[src/sv/page_frame_swap_manager_assert.svh]
// Assertion helpers used by the frame swap manager controller.
`ifndef PAGE_FRAME_SWAP_MANAGER_ASSERT_SVH
`define PAGE_FRAME_SWAP_MANAGER_ASSERT_SVH

// Consequent must hold in the same cycle as the antecedent.
`define PFSM_ASSERT_SAME(label, clk, rst_n, ante, cons, msg) \
    label: assert property (@(posedge clk) disable iff (!rst_n) (ante) |-> (cons)) \
        else $error(msg);

// Consequent must hold in the cycle after the antecedent.
`define PFSM_ASSERT_NEXT(label, clk, rst_n, ante, cons, msg) \
    label: assert property (@(posedge clk) disable iff (!rst_n) (ante) |=> (cons)) \
        else $error(msg);

`endif

[src/sv/pfsm_pkg.sv]
package pfsm_pkg;

    // Fixed field widths of the request and result items and of the configuration port.
    localparam int FUNC_W    = 2;
    localparam int FRAME_W   = 6;
    localparam int STATUS_W  = 3;
    localparam int LIMIT_W   = 7;
    localparam int CFG_IDX_W = 1;

    localparam logic [LIMIT_W-1:0] RES_LIMIT_RST  = 7'd16;
    localparam logic [LIMIT_W-1:0] DISK_LIMIT_RST = 7'd32;

    // Configuration register indexes.
    typedef enum logic [CFG_IDX_W-1:0] {
        CFG_RES_LIMIT  = 1'b0,
        CFG_DISK_LIMIT = 1'b1
    } t_cfg_idx;

    // Per-frame state held in the frame table.
    typedef enum logic [1:0] {
        FS_UNUSED   = 2'd0,
        FS_RESIDENT = 2'd1,
        FS_SWAPPED  = 2'd2
    } t_fstate;

    // Request operations.
    typedef enum logic [FUNC_W-1:0] {
        FN_ALLOC  = 2'd0,
        FN_FREE   = 2'd1,
        FN_ACCESS = 2'd2,
        FN_NOP    = 2'd3
    } t_func;

    // Result status codes.
    typedef enum logic [STATUS_W-1:0] {
        ST_OK           = 3'd0,
        ST_FAULT        = 3'd1,
        ST_NO_UNUSED    = 3'd2,
        ST_DISK_FULL    = 3'd3,
        ST_NO_VICTIM    = 3'd4,
        ST_UNUSED_FRAME = 3'd5
    } t_status;

    // Controller states.
    typedef enum logic [2:0] {
        S_CLEAR,
        S_IDLE,
        S_READ,
        S_LOOK,
        S_SCAN,
        S_DECIDE,
        S_WRITE2,
        S_DONE
    } t_state;

    // One result item.
    typedef struct packed {
        logic [FRAME_W-1:0] frame;
        t_status            status;
        logic               ev_valid;
        logic [FRAME_W-1:0] ev_frame;
    } t_result;

endpackage

[src/sv/pfsm_table.sv]
module pfsm_table #(
    parameter int FRAMES = 64,
    parameter int AW     = 6
) (
    input  logic                 i_clk,
    input  logic                 i_wr_en,
    input  logic [AW-1:0]        i_wr_addr,
    input  pfsm_pkg::t_fstate    i_wr_data,
    input  logic [AW-1:0]        i_rd_addr,
    output pfsm_pkg::t_fstate    o_rd_data
);
    import pfsm_pkg::*;

    t_fstate mem [FRAMES];
    t_fstate r_rd_data;

    // Frame table: one write port, one registered read port.
    always_ff @(posedge i_clk) begin
        if (i_wr_en) begin
            mem[i_wr_addr] <= i_wr_data;
        end
        r_rd_data <= mem[i_rd_addr];
    end

    assign o_rd_data = r_rd_data;

endmodule

[src/sv/pfsm_ctrl.sv]
module pfsm_ctrl #(
    parameter int FRAMES = 64,
    parameter int AW     = 6,
    parameter int CW     = 7
) (
    input  logic                               i_clk,
    input  logic                               i_rst_n,
    input  logic                               i_start,
    input  pfsm_pkg::t_func                    i_func,
    input  logic [pfsm_pkg::FRAME_W-1:0]       i_idx,
    input  logic [pfsm_pkg::LIMIT_W-1:0]       i_res_limit,
    input  logic [pfsm_pkg::LIMIT_W-1:0]       i_disk_limit,
    input  logic                               i_out_ready,
    output logic                               o_in_ready,
    output logic                               o_res_valid,
    output pfsm_pkg::t_result                  o_result,
    output logic                               o_wr_en,
    output logic [AW-1:0]                      o_wr_addr,
    output pfsm_pkg::t_fstate                  o_wr_data,
    output logic [AW-1:0]                      o_rd_addr,
    input  pfsm_pkg::t_fstate                  i_rd_data
);
    import pfsm_pkg::*;
    `include "page_frame_swap_manager_assert.svh"

    localparam int LW = (CW > LIMIT_W) ? CW : LIMIT_W;

    t_state              r_state, n_state;
    t_func               r_func, n_func;
    logic [FRAME_W-1:0]  r_idx, n_idx;
    logic [CW-1:0]       r_cnt, n_cnt;
    logic                r_found_free, n_found_free;
    logic [AW-1:0]       r_free_addr, n_free_addr;
    logic                r_found_res, n_found_res;
    logic [AW-1:0]       r_res_addr, n_res_addr;
    logic                r_skip_en, n_skip_en;
    logic [CW-1:0]       r_res_cnt, n_res_cnt;
    logic [CW-1:0]       r_swp_cnt, n_swp_cnt;
    logic [AW-1:0]       r_wr2_addr, n_wr2_addr;
    t_result             r_result, n_result;

    logic                idx_ok;
    logic [AW-1:0]       key;
    logic [AW-1:0]       chk_addr;
    logic                res_full;
    logic                disk_full;
    t_fstate             st_look;
    logic                look_bad;
    logic                look_scan;
    logic                dec_evict;

    // Shared decode of the current request and the table data.
    always_comb begin
        idx_ok    = (32'(r_idx) < 32'(FRAMES));
        key       = AW'(r_idx);
        chk_addr  = AW'(r_cnt - CW'(1));
        res_full  = (LW'(r_res_cnt) >= LW'(i_res_limit));
        disk_full = (LW'(r_swp_cnt) >= LW'(i_disk_limit));
        st_look   = idx_ok ? i_rd_data : FS_UNUSED;
        look_bad  = !((st_look == FS_RESIDENT) || (st_look == FS_SWAPPED));
        look_scan = !look_bad && (r_func == FN_ACCESS) && (st_look == FS_SWAPPED) && res_full;
        if (r_func == FN_ALLOC) begin
            dec_evict = r_found_free && res_full && r_found_res && !disk_full;
        end else begin
            dec_evict = r_found_res && !disk_full;
        end
    end

    // Next state.
    always_comb begin
        n_state = r_state;
        case (r_state)
            S_CLEAR: begin
                if (r_cnt == CW'(FRAMES - 1)) begin
                    n_state = S_IDLE;
                end
            end
            S_IDLE: begin
                if (i_start) begin
                    case (i_func)
                        FN_ALLOC:  n_state = S_SCAN;
                        FN_FREE:   n_state = S_READ;
                        FN_ACCESS: n_state = S_READ;
                        default:   n_state = S_IDLE;
                    endcase
                end
            end
            S_READ:   n_state = S_LOOK;
            S_LOOK:   n_state = look_scan ? S_SCAN : S_DONE;
            S_SCAN: begin
                if (r_cnt == CW'(FRAMES)) begin
                    n_state = S_DECIDE;
                end
            end
            S_DECIDE: n_state = dec_evict ? S_WRITE2 : S_DONE;
            S_WRITE2: n_state = S_DONE;
            S_DONE: begin
                if (i_out_ready) begin
                    n_state = S_IDLE;
                end
            end
            default:  n_state = S_IDLE;
        endcase
    end

    // Table port control and handshake outputs.
    always_comb begin
        o_wr_en     = 1'b0;
        o_wr_addr   = '0;
        o_wr_data   = FS_UNUSED;
        o_rd_addr   = '0;
        o_in_ready  = (r_state == S_IDLE);
        o_res_valid = (r_state == S_DONE);
        o_result    = r_result;
        case (r_state)
            S_CLEAR: begin
                o_wr_en   = 1'b1;
                o_wr_addr = r_cnt[AW-1:0];
                o_wr_data = FS_UNUSED;
            end
            S_READ: begin
                o_rd_addr = key;
            end
            S_LOOK: begin
                if (!look_bad && !look_scan) begin
                    if (r_func == FN_FREE) begin
                        o_wr_en   = 1'b1;
                        o_wr_addr = key;
                        o_wr_data = FS_UNUSED;
                    end else if (st_look == FS_SWAPPED) begin
                        o_wr_en   = 1'b1;
                        o_wr_addr = key;
                        o_wr_data = FS_RESIDENT;
                    end
                end
            end
            S_SCAN: begin
                if (32'(r_cnt) < 32'(FRAMES)) begin
                    o_rd_addr = r_cnt[AW-1:0];
                end
            end
            S_DECIDE: begin
                if (dec_evict) begin
                    o_wr_en   = 1'b1;
                    o_wr_addr = r_res_addr;
                    o_wr_data = FS_SWAPPED;
                end else if ((r_func == FN_ALLOC) && r_found_free && !res_full) begin
                    o_wr_en   = 1'b1;
                    o_wr_addr = r_free_addr;
                    o_wr_data = FS_RESIDENT;
                end
            end
            S_WRITE2: begin
                o_wr_en   = 1'b1;
                o_wr_addr = r_wr2_addr;
                o_wr_data = FS_RESIDENT;
            end
            default: begin
            end
        endcase
    end

    // Datapath: scan results, counts and the result item.
    always_comb begin
        n_func       = r_func;
        n_idx        = r_idx;
        n_cnt        = r_cnt;
        n_found_free = r_found_free;
        n_free_addr  = r_free_addr;
        n_found_res  = r_found_res;
        n_res_addr   = r_res_addr;
        n_skip_en    = r_skip_en;
        n_res_cnt    = r_res_cnt;
        n_swp_cnt    = r_swp_cnt;
        n_wr2_addr   = r_wr2_addr;
        n_result     = r_result;
        case (r_state)
            S_CLEAR: begin
                n_cnt = r_cnt + CW'(1);
            end
            S_IDLE: begin
                if (i_start) begin
                    n_func       = i_func;
                    n_idx        = i_idx;
                    n_cnt        = '0;
                    n_found_free = 1'b0;
                    n_found_res  = 1'b0;
                    n_skip_en    = 1'b0;
                end
            end
            S_LOOK: begin
                n_result = '{frame: r_idx, status: ST_OK, ev_valid: 1'b0, ev_frame: '0};
                if (look_bad) begin
                    n_result.status = ST_UNUSED_FRAME;
                end else if (r_func == FN_FREE) begin
                    if (st_look == FS_RESIDENT) begin
                        n_res_cnt = r_res_cnt - CW'(1);
                    end else begin
                        n_swp_cnt = r_swp_cnt - CW'(1);
                    end
                end else if (st_look == FS_SWAPPED) begin
                    if (look_scan) begin
                        // Memory full: look for a victim other than this frame.
                        n_skip_en = 1'b1;
                        n_cnt     = '0;
                    end else begin
                        n_res_cnt       = r_res_cnt + CW'(1);
                        n_swp_cnt       = r_swp_cnt - CW'(1);
                        n_result.status = ST_FAULT;
                    end
                end
            end
            S_SCAN: begin
                n_cnt = r_cnt + CW'(1);
                if (r_cnt != '0) begin
                    if (!r_found_free && (i_rd_data == FS_UNUSED)) begin
                        n_found_free = 1'b1;
                        n_free_addr  = chk_addr;
                    end
                    if (!r_found_res && (i_rd_data == FS_RESIDENT) &&
                        !(r_skip_en && (chk_addr == key))) begin
                        n_found_res = 1'b1;
                        n_res_addr  = chk_addr;
                    end
                end
            end
            S_DECIDE: begin
                if (r_func == FN_ALLOC) begin
                    n_result = '{frame: '0, status: ST_OK, ev_valid: 1'b0, ev_frame: '0};
                    if (!r_found_free) begin
                        n_result.status = ST_NO_UNUSED;
                    end else if (res_full) begin
                        if (!r_found_res) begin
                            n_result.status = ST_NO_VICTIM;
                        end else if (disk_full) begin
                            n_result.status = ST_DISK_FULL;
                        end else begin
                            n_result.frame    = FRAME_W'(r_free_addr);
                            n_result.ev_valid = 1'b1;
                            n_result.ev_frame = FRAME_W'(r_res_addr);
                            n_swp_cnt         = r_swp_cnt + CW'(1);
                            n_wr2_addr        = r_free_addr;
                        end
                    end else begin
                        n_result.frame = FRAME_W'(r_free_addr);
                        n_res_cnt      = r_res_cnt + CW'(1);
                    end
                end else begin
                    n_result = '{frame: r_idx, status: ST_FAULT, ev_valid: 1'b0, ev_frame: '0};
                    if (!r_found_res) begin
                        n_result.status = ST_NO_VICTIM;
                    end else if (disk_full) begin
                        n_result.status = ST_DISK_FULL;
                    end else begin
                        // Victim and faulting page trade places: counts stay.
                        n_result.ev_valid = 1'b1;
                        n_result.ev_frame = FRAME_W'(r_res_addr);
                        n_wr2_addr        = key;
                    end
                end
            end
            default: begin
            end
        endcase
    end

    // Registers.
    always_ff @(posedge i_clk) begin
        if (!i_rst_n) begin
            r_state   <= S_CLEAR;
            r_cnt     <= '0;
            r_res_cnt <= '0;
            r_swp_cnt <= '0;
        end else begin
            r_state   <= n_state;
            r_cnt     <= n_cnt;
            r_res_cnt <= n_res_cnt;
            r_swp_cnt <= n_swp_cnt;
        end
        r_func       <= n_func;
        r_idx        <= n_idx;
        r_found_free <= n_found_free;
        r_free_addr  <= n_free_addr;
        r_found_res  <= n_found_res;
        r_res_addr   <= n_res_addr;
        r_skip_en    <= n_skip_en;
        r_wr2_addr   <= n_wr2_addr;
        r_result     <= n_result;
    end

    // Checks.
    `PFSM_ASSERT_SAME(a_counts_bounded, i_clk, i_rst_n, 1'b1, ((CW+1)'(r_res_cnt) + (CW+1)'(r_swp_cnt)) <= (CW+1)'(FRAMES), "resident plus swapped count exceeds the table size")
    `PFSM_ASSERT_SAME(a_write2_after_decide, i_clk, i_rst_n, r_state == S_WRITE2, $past(r_state) == S_DECIDE, "second write without an eviction decision")
    `PFSM_ASSERT_SAME(a_no_write_in_scan, i_clk, i_rst_n, r_state == S_SCAN, !o_wr_en, "table written during a scan")
    `PFSM_ASSERT_NEXT(a_start_moves, i_clk, i_rst_n, (r_state == S_IDLE) && i_start && (i_func != FN_NOP), (r_state == S_READ) || (r_state == S_SCAN), "accepted request did not start")

endmodule

[src/sv/page_frame_swap_manager.sv]
// Page frame swap manager.
// Requests enter on the slave stream: tuser carries the operation (allocate, free,
// access) and tdata the frame index. Each allocate, free or access request yields
// exactly one result on the master stream; the reserved operation code is taken
// and dropped without a result. The user writes limits through the configuration
// port only while no request is in flight; the block itself does not enforce this.
// A free or access that needs no table walk (resident, unused, or a fault with
// room) passes through the read, look and done states. An allocate walks the whole
// frame table once through its single read port, then decides, and writes a second
// time when it evicts. A fault while memory is full reads the frame first and then
// walks the table, with a second write when it evicts. One request is worked on at
// a time, so a new request is taken only after the result of the last one has
// been passed to the output register.
// After reset the table is swept to unused, one entry a cycle; no request is taken
// meanwhile, and the limits return to 16 and 32.
// A stalled receiver holds the result in the output register; the block then
// finishes its current request and waits before taking another.
module page_frame_swap_manager #(
    parameter int FRAMES = 64
) (
    input  logic                                i_clk,
    input  logic                                i_rst_n,
    input  logic                                i_cfg_wr_en,
    input  logic [pfsm_pkg::CFG_IDX_W-1:0]      i_cfg_index,
    input  logic [pfsm_pkg::LIMIT_W-1:0]        i_cfg_data,
    input  logic                                i_s_tvalid,
    output logic                                o_s_tready,
    input  logic [7:0]                          i_s_tdata,  // [5:0] frame_index
    input  logic [1:0]                          i_s_tuser,  // [1:0] func
    output logic                                o_m_tvalid,
    input  logic                                i_m_tready,
    // [5:0] result_frame, [8:6] status, [9] evicted_valid, [15:10] evicted_frame
    output logic [15:0]                         o_m_tdata
);
    import pfsm_pkg::*;

    localparam int AW = (FRAMES > 1) ? $clog2(FRAMES) : 1;
    localparam int CW = $clog2(FRAMES + 1);

    logic [LIMIT_W-1:0] r_res_limit;
    logic [LIMIT_W-1:0] r_disk_limit;
    logic               r_out_valid;
    t_result            r_out;

    logic               start;
    logic               in_ready;
    logic               out_ready;
    logic               res_valid;
    t_result            result;
    logic               wr_en;
    logic [AW-1:0]      wr_addr;
    t_fstate            wr_data;
    logic [AW-1:0]      rd_addr;
    t_fstate            rd_data;

    // Configuration registers.
    always_ff @(posedge i_clk) begin
        if (!i_rst_n) begin
            r_res_limit  <= RES_LIMIT_RST;
            r_disk_limit <= DISK_LIMIT_RST;
        end else if (i_cfg_wr_en) begin
            case (t_cfg_idx'(i_cfg_index))
                CFG_RES_LIMIT:  r_res_limit  <= i_cfg_data;
                CFG_DISK_LIMIT: r_disk_limit <= i_cfg_data;
                default: begin
                end
            endcase
        end
    end

    assign start      = i_s_tvalid && in_ready;
    assign o_s_tready = in_ready;
    assign out_ready  = !r_out_valid || i_m_tready;

    pfsm_table #(
        .FRAMES (FRAMES),
        .AW     (AW)
    ) u_table (
        .i_clk     (i_clk),
        .i_wr_en   (wr_en),
        .i_wr_addr (wr_addr),
        .i_wr_data (wr_data),
        .i_rd_addr (rd_addr),
        .o_rd_data (rd_data)
    );

    pfsm_ctrl #(
        .FRAMES (FRAMES),
        .AW     (AW),
        .CW     (CW)
    ) u_ctrl (
        .i_clk        (i_clk),
        .i_rst_n      (i_rst_n),
        .i_start      (start),
        .i_func       (t_func'(i_s_tuser)),
        .i_idx        (i_s_tdata[FRAME_W-1:0]),
        .i_res_limit  (r_res_limit),
        .i_disk_limit (r_disk_limit),
        .i_out_ready  (out_ready),
        .o_in_ready   (in_ready),
        .o_res_valid  (res_valid),
        .o_result     (result),
        .o_wr_en      (wr_en),
        .o_wr_addr    (wr_addr),
        .o_wr_data    (wr_data),
        .o_rd_addr    (rd_addr),
        .i_rd_data    (rd_data)
    );

    // Output register between the controller and the receiver.
    always_ff @(posedge i_clk) begin
        if (!i_rst_n) begin
            r_out_valid <= 1'b0;
        end else if (res_valid && out_ready) begin
            r_out_valid <= 1'b1;
        end else if (i_m_tready) begin
            r_out_valid <= 1'b0;
        end
        if (res_valid && out_ready) begin
            r_out <= result;
        end
    end

    assign o_m_tvalid = r_out_valid;
    assign o_m_tdata  = {r_out.ev_frame, r_out.ev_valid, r_out.status, r_out.frame};

endmodule
[config.mk]
export PLATFORM = sky130hd
export DESIGN_NAME = page_frame_swap_manager
export DESIGN_NICKNAME = d
export VERILOG_FILES = /design/src/sv/pfsm_pkg.sv /design/src/sv/pfsm_table.sv /design/src/sv/pfsm_ctrl.sv /design/src/sv/page_frame_swap_manager.sv
export VERILOG_INCLUDE_DIRS = /design/src /design/src/sv
export SDC_FILE = /design/constraint.sdc
export NUM_CORES = 1
export LEC_CHECK = 0
export BUFFER_PORTS_ARGS = -buffer_cell sky130_fd_sc_hd__buf_4
export CAP_MARGIN = 25
export CORE_ASPECT_RATIO = 0.6
export CORE_MARGIN = 2
export CORE_UTILIZATION = 60
export CTS_CLUSTER_SIZE = 25
export DETAILED_ROUTE_END_ITERATION = 16
export PLACE_DENSITY = 0.87
export SLEW_MARGIN = 40
export SYNTH_ARGS = -nofsm -noshare
export SYNTH_HDL_FRONTEND = slang
export SYNTH_SLANG_ARGS = --single-unit
[constraint.sdc]
create_clock -name i_clk -period 7.4 [get_ports i_clk]
set_input_delay 1.48 -clock i_clk [delete_from_list [all_inputs] [get_ports i_clk]]
set_output_delay 1.48 -clock i_clk [all_outputs]
set_load 0.05 [all_outputs]
======== Word-level counts from Yosys, hierarchy flattened ========
Memories as Yosys holds them, arrays and structs flattened. A register that Yosys moved wholly into a read port is not among the register bits.
Cells that the tools add are included.
word-level totals
  flip-flop bits (word level) ............. 100
  latch bits .............................. 0
  bits of input ports ..................... 23
  memory bits (writable) .................. 128
  memories kept ........................... 1
  output and inout port bits .............. 18
  word-level logic and storage cells ...... 225
  ROM bits ................................ 0
operators by class
  shift operators ......................... 0
  div/mod/pow operators ................... 0
  bitwise operators ....................... 1
  reductions and logical operators ........ 52
  muxes and demuxes ....................... 97
  equality and inequality tests ........... 42
  add/subtract/negate cells ............... 6
  multipliers ............................. 0
  magnitude comparators ................... 3
memory list
  name         depth  bits a word  read ports  clocked after Yosys merged registers in  wr ports  RTL line          RTL
  u_table.mem  64     2            1           1                                        1         pfsm_table.sv:14  t_fstate mem [FRAMES];
operator list
  cell                                                    number
  2-to-1 mux 7 bit                                        26
  2-to-1 mux 6 bit                                        17
  case mux 16 bit (2 select lines)                        1
  2-to-1 mux 3 bit                                        10
  inequality test 2 x 1 -> 1 bit (second input constant)  14
  case mux 7 bit (2 select lines)                         2
  case mux 3 bit (8 select lines)                         1
  case mux 6 bit (4 select lines)                         1
  2-to-1 mux 1 bit                                        23
  adder 7 x 1 -> 7 bit (second input constant)            3
  case mux 7 bit (3 select lines)                         1
  logical AND 1 bit                                       16
  2-to-1 mux 16 bit                                       1
  inequality test 3 bit (second input constant)           5
  greater-or-equal comparator 7 bit                       2
  subtractor 7 x 1 -> 7 bit (second input constant)       2
  == test 3 bit (second input constant)                   4
  2-to-1 mux 2 bit                                        6
  inequality test 2 bit (second input constant)           6
  case mux 6 bit (2 select lines)                         1
  AND reduction 4 bit                                     3
  AND reduction 6 bit                                     2
  2-to-1 mux 10 bit                                       1
  AND reduction 10 bit                                    1
  27 further kinds                                        52

======== Depth between registers and ports, before layout ========
  word-level depth ........................ 11
  gate-level depth with buffers ........... 12

======== Hierarchy ========
From an unflattened synthesis, not the netlist that was laid out.
unflattened totals
  cells, all modules ...................... 826
  area total of the unflattened synthesis .. 10770.3 um^2
modules (own cells, without submodules)
  module                   sequential area each (um^2)  area each (um^2)  cells each  times used
  pfsm_table               3883.7                       5489.0            315         1
  pfsm_ctrl                1831.8                       4200.3            431         1
  page_frame_swap_manager  780.7                        1081.0            80          1

======== Worst setup path before layout ========
Ideal clock, no wire load.
  path kind ............................... flip-flop to flip-flop
  start ................................... register u_ctrl.r_swp_cnt[0]
  end ..................................... memory u_table.mem[49][0] (netlist name), enable pin
  path slack .............................. 4.133 ns
  stages on the path, launching flop included .. 13
  required time ........................... 7.088 ns
  path buffers ............................ 2
  period minus slack after synthesis ...... 3.267 ns
  arrival time ............................ 2.955 ns
  cell sequence ........................... dfxtp_1 -> inv_1 -> ha_1 -> nand2b_1 -> a211o_1 -> a221oi_4 -> nand2_2 -> a211oi_4 -> buf_6 -> a221oi_1 -> or3_1 -> buf_2 -> nor2_1
between the ends
  longest elaborated chain between the ends .. 8
  elaborated cells on any way between the ends .. 11
  those cells by class .................... order compare: 1; mux: 7; reduce/logical: 3
RTL lines
  element                                 RTL line                          RTL
  start, declared                         pfsm_ctrl.sv:38                   logic [CW-1:0] r_swp_cnt, n_swp_cnt;
  start signal, assigned                  pfsm_ctrl.sv:278                  r_swp_cnt <= n_swp_cnt;
  greater-or-equal comparator 7 bit *     pfsm_ctrl.sv:58                   disk_full = (LW'(r_swp_cnt) >= LW'(i_disk_limit));
  zero test 1 bit *                       pfsm_ctrl.sv:63, pfsm_ctrl.sv:65
  logical AND 1 bit (on tied branches)    pfsm_ctrl.sv:65, pfsm_ctrl.sv:63
  2-to-1 mux 1 bit *                      pfsm_ctrl.sv:62                   if (r_func == FN_ALLOC) begin
  2-to-1 mux 1 bit                        pfsm_ctrl.sv:143                  if (dec_evict) begin
  case mux 1 bit (3 select lines)         pfsm_ctrl.sv:115                  case (r_state)
  2-to-1 mux 1 bit                        pfsm_table.sv:19                  if (i_wr_en) begin
  2-to-1 mux 1 bit (implied by the code)  pfsm_table.sv:20                  mem[i_wr_addr] <= i_wr_data;
  end, declared                           pfsm_table.sv:14
Every way passes the cells marked *; elsewhere a longest branch is shown, timed or not.

======== Final worst setup path ========
  start ................................... register u_ctrl.r_res_cnt[0]
  end ..................................... memory u_table.mem[49][0] (netlist name), enable pin
between the ends
  longest elaborated chain between the ends .. 9
  elaborated cells on any way between the ends .. 20
  those cells by class .................... order compare: 1; mux: 11; reduce/logical: 8
RTL lines
  element                                 RTL line          RTL
  start, declared                         pfsm_ctrl.sv:37   logic [CW-1:0] r_res_cnt, n_res_cnt;
  start signal, assigned                  pfsm_ctrl.sv:277  r_res_cnt <= n_res_cnt;
  greater-or-equal comparator 7 bit *     pfsm_ctrl.sv:57   res_full = (LW'(r_res_cnt) >= LW'(i_res_limit));
  logical AND 1 bit (3 in series)         pfsm_ctrl.sv:63   dec_evict = r_found_free && res_full && r_found_res && !disk_full;
  2-to-1 mux 1 bit                        pfsm_ctrl.sv:62
  2-to-1 mux 1 bit                        pfsm_ctrl.sv:143
  case mux 1 bit (3 select lines)         pfsm_ctrl.sv:115
  2-to-1 mux 1 bit                        pfsm_table.sv:19
  2-to-1 mux 1 bit (implied by the code)  pfsm_table.sv:20
Marked as above.

==> flow_summary.yaml <==
status:
  outcome: "completed"
clock_network:
  cts-root-buf: "clkbuf_16"
  cts_buffers: 22
  insertion_delay_ns: 0.51
  cts_setup_buffers: 0
  cts_hold_buffers: 0
  clk_pin_slew_ns: 0.06
  cts_resized: 0
  htreeDepth: 1
  cts_tree: "done"
  cts.sinks: 230
  clock_path_buffers: 3
synth:
  yosysTopAreaCellShare: 0.5353
  synth_seq_cells: 230
  syn-num-nets: 839
  ys_seq_area_frac: 0.6127
  yosys_warnings: 0
  synth_top_cell_by_area: "edfxtp_1"
  syn_inst: 786
  synthArstFlopShare: 0
  synthFlopType: "edfxtp_1"
  synth_edf_count: 189
  ys_top_cells_by_area: "edfxtp_1 (54%), dfxtp_1 (7.7%), mux4_2 (6.2%), ha_1 (3.4%), nor2_1 (2.7%)"
  netlist_area_mm2: 0.01060
  synth.avg_cell_area_um2: 13.49
  synth_cell_types: 71
  synth_common_cells: "edfxtp_1 (189), nor2_1 (75), dfxtp_1 (41)"
  synth.most_common_cell: "edfxtp_1"
hold_path:
  hold_path_class: "register to register"
global_route:
  grt_usage: 0.2655
  grt_max_degree: 76
  antenna_found_initial: 0
  grt_pass1_wl_mm: 37.59
  grt-ovfl-total: 0
  grt_pass1_vias: 6658
final_layout:
  fill_cells: 1130
  syn2layout_area_growth_pct: 11.92
  multi_input_area_mm2: 0.003910
  seq_area_mm2: 0.006496
  nets: 877
  final_cell_area_mm2: 0.01187
  drive_gt1_frac: 0.1766
  diodes: 0
  final_core_util: 0.6890
  layout.cells.non_filler: 1072
worst_setup_path:
  path_cells: "inv_1, ha_1, nor2b_1, o21ai_1, a31o_4, o21ai_4, a211oi_4, buf_4, a221oi_1, nand3b_1, nor2_1"
  cp_top_family: "compound AO/OA/AOI/OAI gates"
  critPathMaxStageDelay_ns: 0.78
  critPathRequiredTime_ns: 7.59
  arrival_ns: 4.46
  crit_path_max_fanout: 75
  worst-setup-path-type: "register to register"
  critPathLaunchType: "register"
  end_kind: "register"
  worst_path_max_delay_cell: "a221oi_1"
  critPathBufInv: 2
sta:
  rsz0062_at_grt: "no"
  relSlewSlack: 0.4457
  fin_ws_ns: 3.131
  finClkSkew_ns: 0.01300
  hold_violations: 0
  slew_viol_final: 0
  fin_crit_sh: 0.5769
  tightest_slew_ns: 0.8306
  fin_crit_ns: 4.269
  timing.hold.ws_ns: 0.4172
  fmax_mhz: 234.3
  setup_viol: 0
  setup-tns-final_ns: 0
detailed_routing:
  wirelength_mm: 24.31
  route.vias.total: 6943
  ant_nets: 0
  firstDrtPassIters: 5
  post_drt_wl_per_cell_um: 22.67
  remaining_drc_errors: 0
  routed_via_density: 6.477
  dr.first_iter.drc_count: 1258
pwr:
  ir_worst_vdd_v: 0.0002569
  p_per_area_mw_per_mm2: 221.8
  finalPower_mw: 2.631
  leakage_nw: 4.016
placed_design:
  place_ws_ns: 3.191
  place.port_buffers: 38
  place_hpwl_mm: 16.03
  finalWeightedCongestion: 0.8938
  placed_cells: 1034
  placed_area_mm2: 0.01114
die:
  die_h_um: 107.0
  die_w_um: 175.6
  design.core.area_mm2: 0.01722
  ios: 41
  die_area_mm2: 0.01879
  start_util: 0.6157
  row_count: 37
flow_run:
  drv_cap: 0
final cells by class:
class / instances / share of cell area
inverter: 28 / 0.008857
multi-input combinational: 498 / 0.3295
clock buffer: 28 / 0.05008
timing repair buffer: 44 / 0.03016
sequential: 230 / 0.5474
clock inverter: 10 / 0.009279
tap: 234 / 0.02467
worst reg2reg max path: stages, from the launching register on:
cell,delay [ns]
dfxtp_1,0.45
inv_1,0.09
ha_1,0.28
nor2b_1,0.13
o21ai_1,0.14
a31o_4,0.29
o21ai_4,0.29
a211oi_4,0.10
buf_4,0.37
a221oi_1,0.80
nand3b_1,0.62
nor2_1,0.38
final timing paths:
kind                       start                  to  slack (ns)  cells past startpoint
max reg2reg  u_ctrl.r_res_cnt[0]  u_table.mem[49][0]        3.13                     11
min reg2reg   u_ctrl.o_result[0]       o_m_tdata[10]        0.42                      0
max          u_ctrl.r_res_cnt[0]  u_table.mem[49][0]        3.13                     11
min           u_ctrl.o_result[0]       o_m_tdata[10]        0.42                      0
cell usage in the layout, fill, tap and decap left out, types with 6 or more instances in the layout:
| cell | synthesis | routed |
|---|---|---|
| xnor2_1 | 12 | 12 |
| edfxtp_1 | 189 | 189 |
| mux4_2 | 29 | 29 |
| a22oi_1 | 27 | 27 |
| dfxtp_1 | 41 | 41 |
| mux2_2 | 8 | 8 |
| clkbuf_16 | 0 | 23 |
| buf_4 | 2 | 42 |
| nor2_1 | 75 | 74 |
| nor3_2 | 2 | 6 |
| and3_1 | 7 | 6 |
| a22o_1 | 6 | 6 |
| nand4_1 | 8 | 8 |
| inv_1 | 27 | 27 |
| nand2b_1 | 8 | 8 |
| mux2i_1 | 14 | 14 |
| nand3_1 | 24 | 24 |
| and2_1 | 15 | 15 |
| xor2_1 | 16 | 16 |
| nor2b_1 | 38 | 37 |
| nand2_1 | 35 | 35 |
| ha_1 | 29 | 29 |
| a21oi_1 | 36 | 36 |
| a21o_1 | 9 | 9 |
| o21ai_0 | 9 | 9 |
| a21boi_0 | 11 | 11 |
flip-flops by register name (all words and copies together), names as in the netlist:
register,cells
r_disk_limit,7
u_ctrl.o_result,16
o_m_tvalid,1
u_ctrl.r_res_addr,6
u_ctrl.r_skip_en,1
u_ctrl.r_cnt,7
u_ctrl.r_free_addr,6
u_ctrl.r_found_free,1
u_table.mem,128
u_ctrl.r_found_res,1
u_table.o_rd_data,2
u_ctrl.r_swp_cnt,7
o_m_tdata,16
u_ctrl.r_res_cnt,7
u_ctrl.key,6
u_ctrl.r_wr2_addr,6
u_ctrl.r_func,2
u_ctrl.r_state,3
r_res_limit,7
power breakdown:
part | switching (mW) | internal [mW] | total [mW]
Clock | 0.478 | 0.640 | 1.12
Sequential | 0.00901 | 1.40 | 1.41
Combinational | 0.0675 | 0.0406 | 0.108
Total | 0.555 | 2.08 | 2.63
cells by family after synthesis:
logic type,after synthesis,share of synthesized area
AOI/OAI and AO/OA,142,0.1002
xor gates and xnor gates,28,0.02313
adders and majority gates,30,0.03611
buffers and inverters,58,0.02301
DFF,230,0.6127
muxes,51,0.08331
and+or+nand+nor,247,0.1215
routing by layer:
metal,GRT usage,up-vias,routed length (µm)
met5,0,-,0
met4,0.06139,0,520
met3,0.08582,58,3615
met2,0.3765,487,10160
met1,0.4013,3346,10010
li1,-,3052,-
(Power assumes the default switching activity.)
